**src/rtl/core/adpcm_pkg.sv**
```systemverilog
package adpcm_pkg;

    localparam int unsigned LEVEL_W = 8;
    localparam int unsigned INDEX_W = 5;
    localparam int unsigned STEP_W  = 7;
    localparam int unsigned POS_W   = 16;

    localparam logic [INDEX_W-1:0] MAX_INDEX = 5'd30;
    localparam logic [POS_W-1:0]   MIN_CLIP  = 16'd3;

    // decoder state carried between the control and the code step
    typedef struct packed {
        logic [LEVEL_W-1:0] level;
        logic [INDEX_W-1:0] index;
    } adpcm_state_t;

    // step size table, one entry per step index
    function automatic logic [STEP_W-1:0] step_lookup(input logic [INDEX_W-1:0] idx);
        logic [STEP_W-1:0] s;
        begin
            case (idx)
                5'd0:    s = 7'd7;
                5'd1:    s = 7'd8;
                5'd2:    s = 7'd8;
                5'd3:    s = 7'd9;
                5'd4:    s = 7'd10;
                5'd5:    s = 7'd11;
                5'd6:    s = 7'd12;
                5'd7:    s = 7'd14;
                5'd8:    s = 7'd15;
                5'd9:    s = 7'd17;
                5'd10:   s = 7'd18;
                5'd11:   s = 7'd20;
                5'd12:   s = 7'd22;
                5'd13:   s = 7'd24;
                5'd14:   s = 7'd27;
                5'd15:   s = 7'd29;
                5'd16:   s = 7'd32;
                5'd17:   s = 7'd35;
                5'd18:   s = 7'd39;
                5'd19:   s = 7'd43;
                5'd20:   s = 7'd47;
                5'd21:   s = 7'd52;
                5'd22:   s = 7'd57;
                5'd23:   s = 7'd63;
                5'd24:   s = 7'd69;
                5'd25:   s = 7'd76;
                5'd26:   s = 7'd83;
                5'd27:   s = 7'd92;
                5'd28:   s = 7'd101;
                5'd29:   s = 7'd111;
                default: s = 7'd122;
            endcase
            return s;
        end
    endfunction

endpackage

```
**src/rtl/core/adpcm_code_step.sv**
```systemverilog
module adpcm_code_step (
    input  adpcm_pkg::adpcm_state_t cur,
    input  logic [3:0]              code,
    output adpcm_pkg::adpcm_state_t nxt
);
    import adpcm_pkg::*;

    logic [INDEX_W-1:0] idx;
    logic [STEP_W-1:0]  step;
    logic [LEVEL_W-1:0] mag;
    logic [LEVEL_W:0]   sum;
    logic [INDEX_W:0]   idx_up;

    // index saturated to the table range
    assign idx  = (cur.index > MAX_INDEX) ? MAX_INDEX : cur.index;
    assign step = step_lookup(idx);

    // shift-add magnitude from code bits 2..0
    always_comb
    begin
        mag = {1'b0, step} >> 3;
        if (code[2])
        begin
            mag = mag + {1'b0, step};
        end
        if (code[1])
        begin
            mag = mag + ({1'b0, step} >> 1);
        end
        if (code[0])
        begin
            mag = mag + ({1'b0, step} >> 2);
        end
    end

    // signed update with floor at zero and ceiling at full scale
    assign sum = {1'b0, cur.level} + {1'b0, mag};

    always_comb
    begin
        if (code[3])
        begin
            nxt.level = (mag >= cur.level) ? '0 : (cur.level - mag);
        end
        else
        begin
            nxt.level = sum[LEVEL_W] ? {LEVEL_W{1'b1}} : sum[LEVEL_W-1:0];
        end
    end

    // index move: down by one for small codes, up by 2/4/6/8 otherwise
    assign idx_up = {1'b0, idx} + {3'b000, code[1:0], 1'b0} + 6'd2;

    always_comb
    begin
        if (code[2])
        begin
            nxt.index = (idx_up > {1'b0, MAX_INDEX}) ? MAX_INDEX : idx_up[INDEX_W-1:0];
        end
        else
        begin
            nxt.index = (idx == '0) ? '0 : (idx - 5'd1);
        end
    end

endmodule

```
**src/rtl/core/adpcm_nibble_decoder.sv**
```systemverilog
// a byte is captured in the hold register and each of its results is loaded into the output register
// a code byte gives two results, one per nibble through the shared code step, and waits
// while the output stalls; the next byte is accepted as the held byte's last step fires
// reset (rst_n, async active low): level 0, step index 0, next byte is a clip header,
// clip length 65535, no item held and no result pending
module adpcm_nibble_decoder (
    input  logic        clk,
    input  logic        rst_n,
    input  logic        in_valid,
    output logic        in_stall,
    input  logic [7:0]  data_byte,
    output logic        out_valid,
    input  logic        out_stall,
    output logic [7:0]  level,
    output logic        last_of_run,
    input  logic        cfg_valid,
    output logic        cfg_ready,
    input  logic [15:0] clip_bytes
);
    import adpcm_pkg::*;

    logic [POS_W-1:0]   clip_reg;
    adpcm_state_t       state_reg, state_next;
    adpcm_state_t       step_out;
    logic [POS_W-1:0]   pos_reg, pos_next;
    logic               hold_valid_reg, hold_valid_next;
    logic [7:0]         hold_byte_reg;
    logic               hi_phase_reg, hi_phase_next;
    logic               out_valid_reg, out_valid_next;
    logic [LEVEL_W-1:0] level_reg, level_next;
    logic               last_reg, last_next;

    logic               out_free;
    logic               is_hdr0, is_hdr1;
    logic               step_fire, byte_done, in_take, out_load;
    logic [POS_W-1:0]   last_pos;
    logic [3:0]         code;

    assign is_hdr0   = (pos_reg == '0);
    assign is_hdr1   = (pos_reg == 16'd1);
    assign out_free  = !out_valid_reg || !out_stall;
    assign step_fire = hold_valid_reg && (is_hdr0 || out_free);
    assign byte_done = step_fire && (is_hdr0 || is_hdr1 || hi_phase_reg);
    assign out_load  = step_fire && !is_hdr0;

    assign in_stall  = hold_valid_reg && !byte_done;
    assign in_take   = in_valid && !in_stall;
    assign cfg_ready = !hold_valid_reg && !out_valid_reg;

    // position of the last byte of a clip, short lengths act as three
    assign last_pos = (clip_reg < MIN_CLIP) ? (MIN_CLIP - 16'd1) : (clip_reg - 16'd1);

    assign code = hi_phase_reg ? hold_byte_reg[7:4] : hold_byte_reg[3:0];

    adpcm_code_step u_step (
        .cur  (state_reg),
        .code (code),
        .nxt  (step_out)
    );

    // per-cycle control and decoder state update
    always_comb
    begin
        state_next      = state_reg;
        pos_next        = pos_reg;
        hi_phase_next   = hi_phase_reg;
        level_next      = level_reg;
        last_next       = last_reg;
        hold_valid_next = hold_valid_reg;
        if (step_fire)
        begin
            if (is_hdr0)
            begin
                state_next.level = hold_byte_reg;
                pos_next         = 16'd1;
            end
            else if (is_hdr1)
            begin
                state_next.index = (hold_byte_reg > {3'b000, MAX_INDEX}) ?
                                   MAX_INDEX : hold_byte_reg[INDEX_W-1:0];
                pos_next         = 16'd2;
                level_next       = state_reg.level;
                last_next        = 1'b1;
            end
            else
            begin
                state_next = step_out;
                level_next = step_out.level;
                last_next  = hi_phase_reg;
                if (hi_phase_reg)
                begin
                    hi_phase_next = 1'b0;
                    pos_next      = (pos_reg >= last_pos) ? '0 : (pos_reg + 16'd1);
                end
                else
                begin
                    hi_phase_next = 1'b1;
                end
            end
        end
        if (in_take)
        begin
            hold_valid_next = 1'b1;
        end
        else if (byte_done)
        begin
            hold_valid_next = 1'b0;
        end
    end

    // output register handshake
    always_comb
    begin
        if (out_load)
        begin
            out_valid_next = 1'b1;
        end
        else if (!out_stall)
        begin
            out_valid_next = 1'b0;
        end
        else
        begin
            out_valid_next = out_valid_reg;
        end
    end

    // control and decoder state registers
    always_ff @(posedge clk or negedge rst_n)
    begin
        if (!rst_n)
        begin
            clip_reg       <= 16'hFFFF;
            state_reg      <= '0;
            pos_reg        <= '0;
            hold_valid_reg <= 1'b0;
            hi_phase_reg   <= 1'b0;
            out_valid_reg  <= 1'b0;
        end
        else
        begin
            if (cfg_valid && cfg_ready)
            begin
                clip_reg <= clip_bytes;
            end
            state_reg      <= state_next;
            pos_reg        <= pos_next;
            hold_valid_reg <= hold_valid_next;
            hi_phase_reg   <= hi_phase_next;
            out_valid_reg  <= out_valid_next;
        end
    end

    // payload registers
    always_ff @(posedge clk)
    begin
        if (in_take)
        begin
            hold_byte_reg <= data_byte;
        end
        level_reg <= level_next;
        last_reg  <= last_next;
    end

    assign out_valid   = out_valid_reg;
    assign level       = level_reg;
    assign last_of_run = last_reg;

endmodule

```
**config.mk**
```make
export PLATFORM = sky130hd
export DESIGN_NAME = adpcm_nibble_decoder
export DESIGN_NICKNAME = d
export VERILOG_FILES = /design/src/rtl/core/adpcm_pkg.sv /design/src/rtl/core/adpcm_code_step.sv /design/src/rtl/core/adpcm_nibble_decoder.sv
export SDC_FILE = /design/constraint.sdc
export NUM_CORES = 1
export LEC_CHECK = 0
export BUFFER_PORTS_ARGS = -buffer_cell sky130_fd_sc_hd__clkbuf_2
export CAP_MARGIN = 10
export CORE_ASPECT_RATIO = 0.7
export CORE_MARGIN = 3
export CORE_UTILIZATION = 25
export CTS_CLUSTER_DIAMETER = 60
export CTS_CLUSTER_SIZE = 16
export DETAILED_ROUTE_END_ITERATION = 10
export PLACE_DENSITY = 0.4
export SLEW_MARGIN = 30
export SYNTH_ARGS = -nofsm -noshare
export SYNTH_HDL_FRONTEND = slang
export SYNTH_SLANG_ARGS = --single-unit
```
**constraint.sdc**
```tcl
create_clock -name clk -period 12 [get_ports clk]
set_input_delay 0 -clock clk [delete_from_list [all_inputs] [get_ports clk]]
set_output_delay 0 -clock clk [all_outputs]
set_load 0.05 [all_outputs]
```
After elaboration in Yosys (flattened, before gate mapping). Memories as Yosys holds them, arrays and structs flattened. Cells that the tools add are included.

Bits in registers: 65. Output and inout bits: 12. Memories: 1. Word-level logic and storage cells: 80. ROM bits: 224. Input port bits: 29.

Memories: (no name shown) (words 32, bits a word 7, read ports 1, clocked after memory_dff 0, wr ports 0, RTL line adpcm_pkg.sv:21) `case (idx)`.

Bitwise gates (word level): 2. Equal/unequal tests: 2. Add/subtract/negate cells: 10. Multiplexer cells: 25. Reductions and logical operators: 24. Order comparisons: 6.

Operators by type and width (count): 2-to-1 mux 16 bit (5); 2-to-1 mux 8 bit (8); 2-to-1 mux 5 bit (6); adder 16 x 1 -> 16 bit (second input constant) (1); == test 16 x 1 -> 1 bit (second input constant) (1); greater-or-equal comparator 16 bit (1); logical NOT 16 bit (1); < comparator 16 x 2 -> 1 bit (second input constant) (1); subtractor 16 x 1 -> 16 bit (second input constant) (1); adder 8 x 8 -> 9 bit (1); adder 4 x 7 -> 8 bit (1); adder 8 x 5 -> 8 bit (1); adder 8 x 6 -> 8 bit (1); greater-or-equal comparator 8 bit (1); > comparator 8 x 5 -> 1 bit (second input constant) (1); subtractor 8 bit (1); logical AND 1 bit (7); adder 5 x 3 -> 6 bit (1); adder 6 x 2 -> 6 bit (second input constant) (1); > comparator 6 x 5 -> 1 bit (second input constant) (1); logical NOT 1 bit (6); > comparator 5 bit (second input constant) (1); logical NOT 5 bit (1); 2-to-1 mux 1 bit (5); other kinds (9) (14).

Longest topological paths before layout. Gate-level depths: netlist of the first run. An unclocked memory read counts as a cell.

Depth in word-level cells: 14. Gate-level depth with buffers: 36. Gate-level depth less buffers: 34.

Hierarchy. Synthesis of the first run repeated with hierarchy kept, for this count alone.

Cells, all modules: 723. Area total of the unflattened synthesis: 6267.3 um2.

By module, submodules not included: adpcm_nibble_decoder (instances 1, area an instance 3887.5 um2, cells an instance 392); adpcm_code_step (instances 1, area an instance 2379.8 um2, cells an instance 331).

Worst setup path after synthesis of the first run. OpenSTA, ideal clock, no wires.

Path type: register -> register. From: register state_reg[4] in the netlist's numbering. To: register level_reg[5], in the netlist level[5] (data pin). Period minus slack after synthesis: 6833 ps. Cell stages (with the launch flop): 35. Data required time: 11740 ps. Setup slack: 5167 ps. Arrival: 6574 ps. Library setup time: 260 ps. Path through: dfrtp_1 -> buf_2 -> and2_0 -> clkbuf_1 -> nand2_1 -> nand2_1 -> inv_1 -> ha_1 -> ha_1 -> a21oi_1 -> o21ai_0 -> a31oi_1 -> ha_1 -> fa_1 -> nand2_1 -> nand2_1 -> ha_1 -> a21o_1 -> a211oi_1 -> o21ai_0 -> ha_1 -> inv_1 -> nor2_1 -> nor2_1 -> inv_1 -> a21oi_1 -> or3_1 -> xor2_1 -> ha_1 -> or4_1 -> o21ai_1 -> nor3_2 -> a221oi_1 -> o21ai_0 -> mux2_2.

Cells in the longest elaborated chain, start to end: 13. Elaborated cells between the ends (all ways): 16. Classes of those cells: add/sub: 5; order compare: 2; mux: 8; memory: 1.

Ends and longest elaborated chain: from (decl) (RTL line adpcm_nibble_decoder.sv:23) `adpcm_state_t state_reg, state_next;`; from (signal assigned) (RTL line adpcm_nibble_decoder.sv:146) `state_reg <= state_next;`; > comparator 5 bit (RTL line adpcm_code_step.sv:15) `assign idx = (cur.index > MAX_INDEX) ? MAX_INDEX : cur.index;`; 2-to-1 mux 5 bit (*) (RTL line adpcm_code_step.sv:15); memory read (32 x 7 bit) (*); adder 4 x 7 -> 8 bit (RTL line adpcm_code_step.sv:24) `mag = mag + {1'b0, step};`; 2-to-1 mux 8 bit (RTL line adpcm_code_step.sv:22) `if (code[2])`; adder 8 x 6 -> 8 bit (RTL line adpcm_code_step.sv:28) `mag = mag + ({1'b0, step} >> 1);`; 2-to-1 mux 8 bit (RTL line adpcm_code_step.sv:26) `if (code[1])`; adder 8 x 5 -> 8 bit (RTL line adpcm_code_step.sv:32) `mag = mag + ({1'b0, step} >> 2);`; 2-to-1 mux 8 bit (*) (RTL line adpcm_code_step.sv:30) `if (code[0])`; adder 8 x 8 -> 9 bit, or another cell as far along (RTL line adpcm_code_step.sv:37) `assign sum = {1'b0, cur.level} + {1'b0, mag};`; 2-to-1 mux 8 bit, on equally long branches (RTL line adpcm_code_step.sv:47, adpcm_code_step.sv:43); 2-to-1 mux 8 bit (*) (RTL line adpcm_code_step.sv:41) `if (code[3])`; 2-to-1 mux 8 bit (*); to (signal assigned) (RTL line adpcm_nibble_decoder.sv:161) `level_reg <= level_next;`; to (decl) (RTL line adpcm_nibble_decoder.sv:30) `logic [LEVEL_W-1:0] level_reg, level_next;`.

Mark *: on every way between the ends. The rest lies on a longest branch, timed or not. A chain may end at the register's enable or synchronous reset.

Final worst setup path of the first run.
From: register state_reg[3] in the netlist's numbering. To: register level_reg[5], in the netlist level[5] (data pin).

The elaborated chain is that of the path after synthesis.

==> flow_metrics.env, run 1 <==
export IMPL_ys_async_sr_fraction_pct=73.8
export IMPL_cpMostUsedCell="ha_1"
export IMPL_ys_ff_latch=65
export IMPL_yosys_warnings=0
export IMPL_drtIter0Drc=353
export IMPL_clockRootBuffer="clkbuf_16"
export IMPL_cp_slowest_cell="dfrtp_1"
export IMPL_drc_errors=0
export IMPL_yosysSeqAreaShare_pct=28.6
export IMPL_ys_flop_type="dfrtp_1"
export IMPL_synth_cells=685
export IMPL_n_antenna_cell=0
export IMPL_synthToLayoutAreaGrowth_pct=18.1
export IMPL_rsz0062_at_grt="no"
export IMPL_ys_types=78
export IMPL_ant_nets=0
export IMPL_die_area_um2=26200
export IMPL_fill_cells=2550
export IMPL_clock_latency_ns=0.34
export IMPL_max_slew_margin_pct=36.9
export IMPL_die_w_um=192
export IMPL_cp_data_arrival_time_ns=8.67
export IMPL_grt_pass1_wl_um=28500
export IMPL_cts_hold_buf=27
export IMPL_worst_pin_slew_ns=0.945
export IMPL_fmax_mhz=118
export IMPL_drtPass1Iterations=5
export IMPL_place_gp_congestion=0.832
export IMPL_avgViaCountPerCell=5.06
export IMPL_antenna_found_initial=0
export IMPL_r2r_worst_path_cells=29
export IMPL_tns_ns=0
export IMPL_grt_usage_pct=13.9
export IMPL_finalHoldViolCount=0
export IMPL_ioPinCount=41
export IMPL_syn_nets=787
export IMPL_synth_top_area_share_pct=13.8
export IMPL_min_period_ns=8.46
export IMPL_finClkSkew_ns=0.0136
export IMPL_worstPathRequired_ns=12.21
export IMPL_post_cts_buffers=0
export IMPL_cts_buffers=9
export IMPL_cts_resized=0
export IMPL_period_share_pct=70.5
export IMPL_clkSlewWorstSetupHoldPaths_ns=0.06
export IMPL_fp_coreArea_um2=23800
export IMPL_start_util_pct=25.5
export IMPL_syn_area_per_cell_um2=8.85
export IMPL_synth_edf_count=17
export IMPL_status="finished, final reports clean"
export IMPL_wl_per_cell_um=16.9
export IMPL_vias=5384
export IMPL_dp_hpwl_um=14200
export IMPL_rrSetupSlack_ns=3.54
export IMPL_grt_max_degree=49
export IMPL_nNetsFinal=844
export IMPL_drv_slew=0
export IMPL_max_stage_delay_ns=0.79
export IMPL_cts_tree="yes"
export IMPL_cts_sinks=65
export IMPL_drive_above_1_share_pct=15.8
export IMPL_fp_dieH_um=136
export IMPL_worst_setup_path_start_kind="flip-flop"
export IMPL_synthTopCellsByArea="ha_1 (14%), dfrtp_1 (13%), edfxtp_1 (8.4%)"
export IMPL_grt_overflow_total=0
export IMPL_worstSetupPathType="flip-flop to flip-flop"
export IMPL_r2r_end="level[5]"
export IMPL_drv_cap=0
export IMPL_netlist_area_um2=6060
export IMPL_cp_max_fo=20
export IMPL_setup_violations=0
export IMPL_htreeDepth=3
export IMPL_grt_pass1_vias=5060
export IMPL_cp_end_kind="flip-flop"
export IMPL_io_buffers=40
export IMPL_routed_wl_um=18000
export IMPL_r2r_start="state_reg[3]"
export IMPL_max_clock_path_buffers=2
export IMPL_rows=47
export IMPL_worstHoldPathType="input pin to async pin"
export IMPL_synth_top_area_cell="ha_1"
-- worst max-delay path by stage --
stage	start	endpoint	slack [ns]	cells past startpoint
finish	state_reg[3]	level[5]	3.54	29
global route	state_reg[3]	level[4]	2.79	31
CTS	state_reg[3]	level[5]	3.61	29
detailed placement	state_reg[3]	level[5]	3.63	29
global placement	state_reg[4]	level[4]	3.86	29
floorplan	state_reg[4]	level[5]	5.17	34
-- cells in the final DEF (no fill, tap or decap), types with 17 or more instances in the layout --
master         count
a21o_1            19
a21oi_1           44
clkbuf_2          40
dfrtp_1           32
dlygate4sd3_1     27
edfxtp_1          17
ha_1              67
inv_1             34
mux2_2            26
nand2_1           70
nor2_1            43
nor3_1            18
o21ai_0           50
xnor2_1           24
-- critical path, delay by kind of cell (launching register included) --
family                   cells  cell delay (ns)
adder cells (fa/ha/maj)      7             2.50
AO/OA/AOI/OAI                9             2.49
AND/OR/NAND/NOR              8             1.69
flip-flops                   1             0.79
multiplexers                 2             0.48
XOR/XNOR                     2             0.25
buffers and inverters        1             0.12
-- synth_stat cells (all sizes together) (9+ instances only) --
library cell and n:
dfstp 16, clkbuf 14, inv 35, a21o 19, or3 11, a21oi 45, a211oi 10, ha 67
nor2 43, dfrtp 32, xnor2 25, xor2 12, and3 11, nand2 70, edfxtp 17, buf 10
nand4 10, and2 9, nor3 19, o21ai 55, mux2 26, nand3 11
-- layout make-up --
type,count,area [um2],area share [%]
Inverter,36,135,1.89
Clock buffer,15,299,4.18
Timing Repair Buffer,70,493,6.89
Multi-Input combinational cell,560,4100,57.2
Tap cell,318,398,5.56
Sequential cell,65,1730,24.2
Clock inverter,1,7.51,0.105
-- stage by stage --
step / worst slack, ns / hold WS [ns] / instance area [um2] / instances / utilization [%]
after floorplan: 5.17 / -0.296 / 6060 / 685 / -
after global placement: 3.86 / 0.170 / 6580 / 1022 / 27.7
after detailed placement: 3.63 / 0.179 / 6580 / 1022 / 27.7
after CTS: 3.61 / 0.337 / 7160 / 1065 / 30.1
after global routing: 2.79 / 0.387 / 7160 / 1065 / 30.1
final: 3.54 / 0.319 / 7160 / 1065 / 30.1
-- logic make-up after synthesis --
kind of cell / count (synthesis) / synth area share, %
xor+xnor: 37 / 5.47
flops: 65 / 28.6
buf+inv: 60 / 3.98
simple gates: 222 / 18.2
compound gates: 194 / 21.5
fa+ha+maj: 73 / 15.8
mux: 34 / 6.56
-- layer usage --
metal / wire length, um / track usage (%) / share of wire (%)
met5: 0 / 0 / 0
met4: 86 / 2.02 / 0.48
met3: 898 / 3.04 / 5.0
met2: 6970 / 18.4 / 39
met1: 10100 / 22.8 / 56
Power of run 1 is not shown: default switching activity piles up to over one toggle a cycle in this logic, so the estimate is an artifact.
==> run 2: changes to the inputs <==
clock period = 8.6 ns   (was 12 ns; I/O delays follow)
==> run 2 against run 1 <==
Compared with the run above: worst hold slack worse by 0.32 ns; clock skew decreased by 0.0030 ns; cell count rose by 0.19%; maximum frequency grew 8.8%.
==> flow_metrics.env, run 2 (synthesized netlist as in run 1, its figures left out) <==
export IMPL_rrSetupSlack_ns=0.83
export IMPL_fp_coreArea_um2=23800
export IMPL_max_slew_margin_pct=36.0
export IMPL_finalHoldViolCount=0
export IMPL_status="finished, final reports clean"
export IMPL_place_ws_ns=0.932
export IMPL_avgViaCountPerCell=5.09
export IMPL_grt_usage_pct=13.9
export IMPL_rows=47
export IMPL_grt_pass1_wl_um=28700
export IMPL_worst_setup_path_start_kind="flip-flop"
export IMPL_period_share_pct=90.4
export IMPL_cts_tree="yes"
export IMPL_r2r_worst_path_cells=29
export IMPL_synthToLayoutAreaGrowth_pct=18.2
export IMPL_worst_pin_slew_ns=0.957
export IMPL_vias=5426
export IMPL_cpMostUsedCell="ha_1"
export IMPL_dp_hpwl_um=14100
export IMPL_r2r_end="level[4]"
export IMPL_drtPass1Iterations=5
export IMPL_wl_per_cell_um=16.8
export IMPL_multi_input_area_um2=4100
export IMPL_grt_overflow_total=0
export IMPL_ant_nets=0
export IMPL_clock_latency_ns=0.34
export IMPL_crit_start="state_reg[2]"
export IMPL_worstSetupPathType="flip-flop to flip-flop"
export IMPL_cp_max_fo=14
export IMPL_worstPathRequired_ns=8.78
export IMPL_routed_wl_um=17900
export IMPL_nNetsFinal=846
export IMPL_setup_worst_path_end="level[4]"
export IMPL_post_route_util_pct=30.2
export IMPL_cp_end_kind="flip-flop"
export IMPL_max_clock_path_buffers=2
export IMPL_r2r_start="state_reg[2]"
export IMPL_drv_slew=0
export IMPL_rsz0062_at_grt="no"
export IMPL_io_buffers=40
export IMPL_clockRootBuffer="clkbuf_16"
export IMPL_drtIter0Drc=392
export IMPL_finClkSkew_ns=0.0105
export IMPL_fmax_mhz=129
export IMPL_min_period_ns=7.77
export IMPL_clkSlewWorstSetupHoldPaths_ns=0.06
export IMPL_ioPinCount=41
export IMPL_htreeDepth=3
export IMPL_worstHoldPathType="input pin to flip-flop"
export IMPL_cp_data_arrival_time_ns=7.96
export IMPL_seq_area_um2=1730
export IMPL_drc_errors=0
export IMPL_max_stage_delay_ns=0.64
export IMPL_n_antenna_cell=0
export IMPL_die_area_um2=26200
export IMPL_grt_pass1_vias=5131
export IMPL_final_cell_mix="nand2_1 (70), ha_1 (67), o21ai_0 (50)"
export IMPL_cts_buffers=9
export IMPL_tns_ns=0
export IMPL_die_w_um=192
export IMPL_antenna_found_initial=0
export IMPL_fill_cells=2521
export IMPL_place_gp_congestion=0.862
export IMPL_final_common_cell="nand2_1"
export IMPL_drv_cap=0
export IMPL_grt_max_degree=49
export IMPL_cts_sinks=65
export IMPL_setup_ws_ns=0.827
export IMPL_fp_dieH_um=136
export IMPL_setup_violations=0
export IMPL_cp_slowest_cell="dfrtp_1"
export IMPL_start_util_pct=25.5
export IMPL_drive_above_1_share_pct=16.3
run 2: cell types whose count changed in the layout (fill, tap and decap cells not counted):
cell	previous run	this run
buf_4	3	6
clkbuf_1	2	1
clkbuf_8	3	2
clkinv_2	0	1
clkinv_4	0	1
dlygate4sd3_1	27	26
run 2: layout make-up:
cell class,instances,share of cell area (%)
clock buffer,13,3.93
clock inverter,3,0.297
inverter,36,1.89
multi-input combinational,560,57.1
sequential,65,24.2
tap,318,5.55
timing repair buffer,72,7.05
run 2: how the worst min path moves through the flow:
stage | slack [ns] | endpoint | cells after the start | from
3_5_place_dp | 0.17 | pos_reg[15] | 2 | rst_n
4_1_cts | 0.007 | out_valid | 3 | out_stall
3_3_place_gp | 0.16 | pos_reg[15] | 2 | rst_n
6_report | 0.002 | out_valid | 3 | out_stall
5_1_grt | 0.03 | out_valid | 3 | out_stall
2_1_floorplan | -0.30 | hi_phase_reg | 0 | rst_n
run 2: stage by stage:
stage,hold WS [ns],std cells,cell area (um2)
3_3_place_gp,0.161,1025,6600
2_1_floorplan,-0.296,685,6060
5_1_grt,0.0319,1067,7170
3_5_place_dp,0.173,1025,6600
6_report,0.00234,1067,7170
4_1_cts,0.00710,1067,7160
run 2: critical path, delay by kind of cell, from the launching register on:
| kind | cells | cell delay [ns] |
|---|---|---|
| adders and majority gates | 8 | 2.65 |
| AOI/OAI and AO/OA | 12 | 2.50 |
| and+or+nand+nor | 4 | 0.93 |
| DFF | 1 | 0.64 |
| xor gates and xnor gates | 3 | 0.43 |
| muxes | 1 | 0.27 |
| buffers and inverters | 1 | 0.18 |
run 2: per-layer routing:
layer	part of all wire (%)	up-vias	global-route usage [%]	wire length, um
met5	0	-	0	0
met1	55	2625	22.3	9870
met3	5.2	13	3.14	937
met2	39	157	18.9	6970
met4	0.86	0	2.06	155
li1	-	2631	-	-
run 2: repair_timing:
action | 4_1_cts | 5_1_grt
hold endpoints to repair | 57 | 0
hold buffers | 26 | 0
setup endpoints to repair | 0 | 0
resized for setup | 0 | 0
buffers inserted | 0 | 0
Power of run 2 is left out for the same reason.
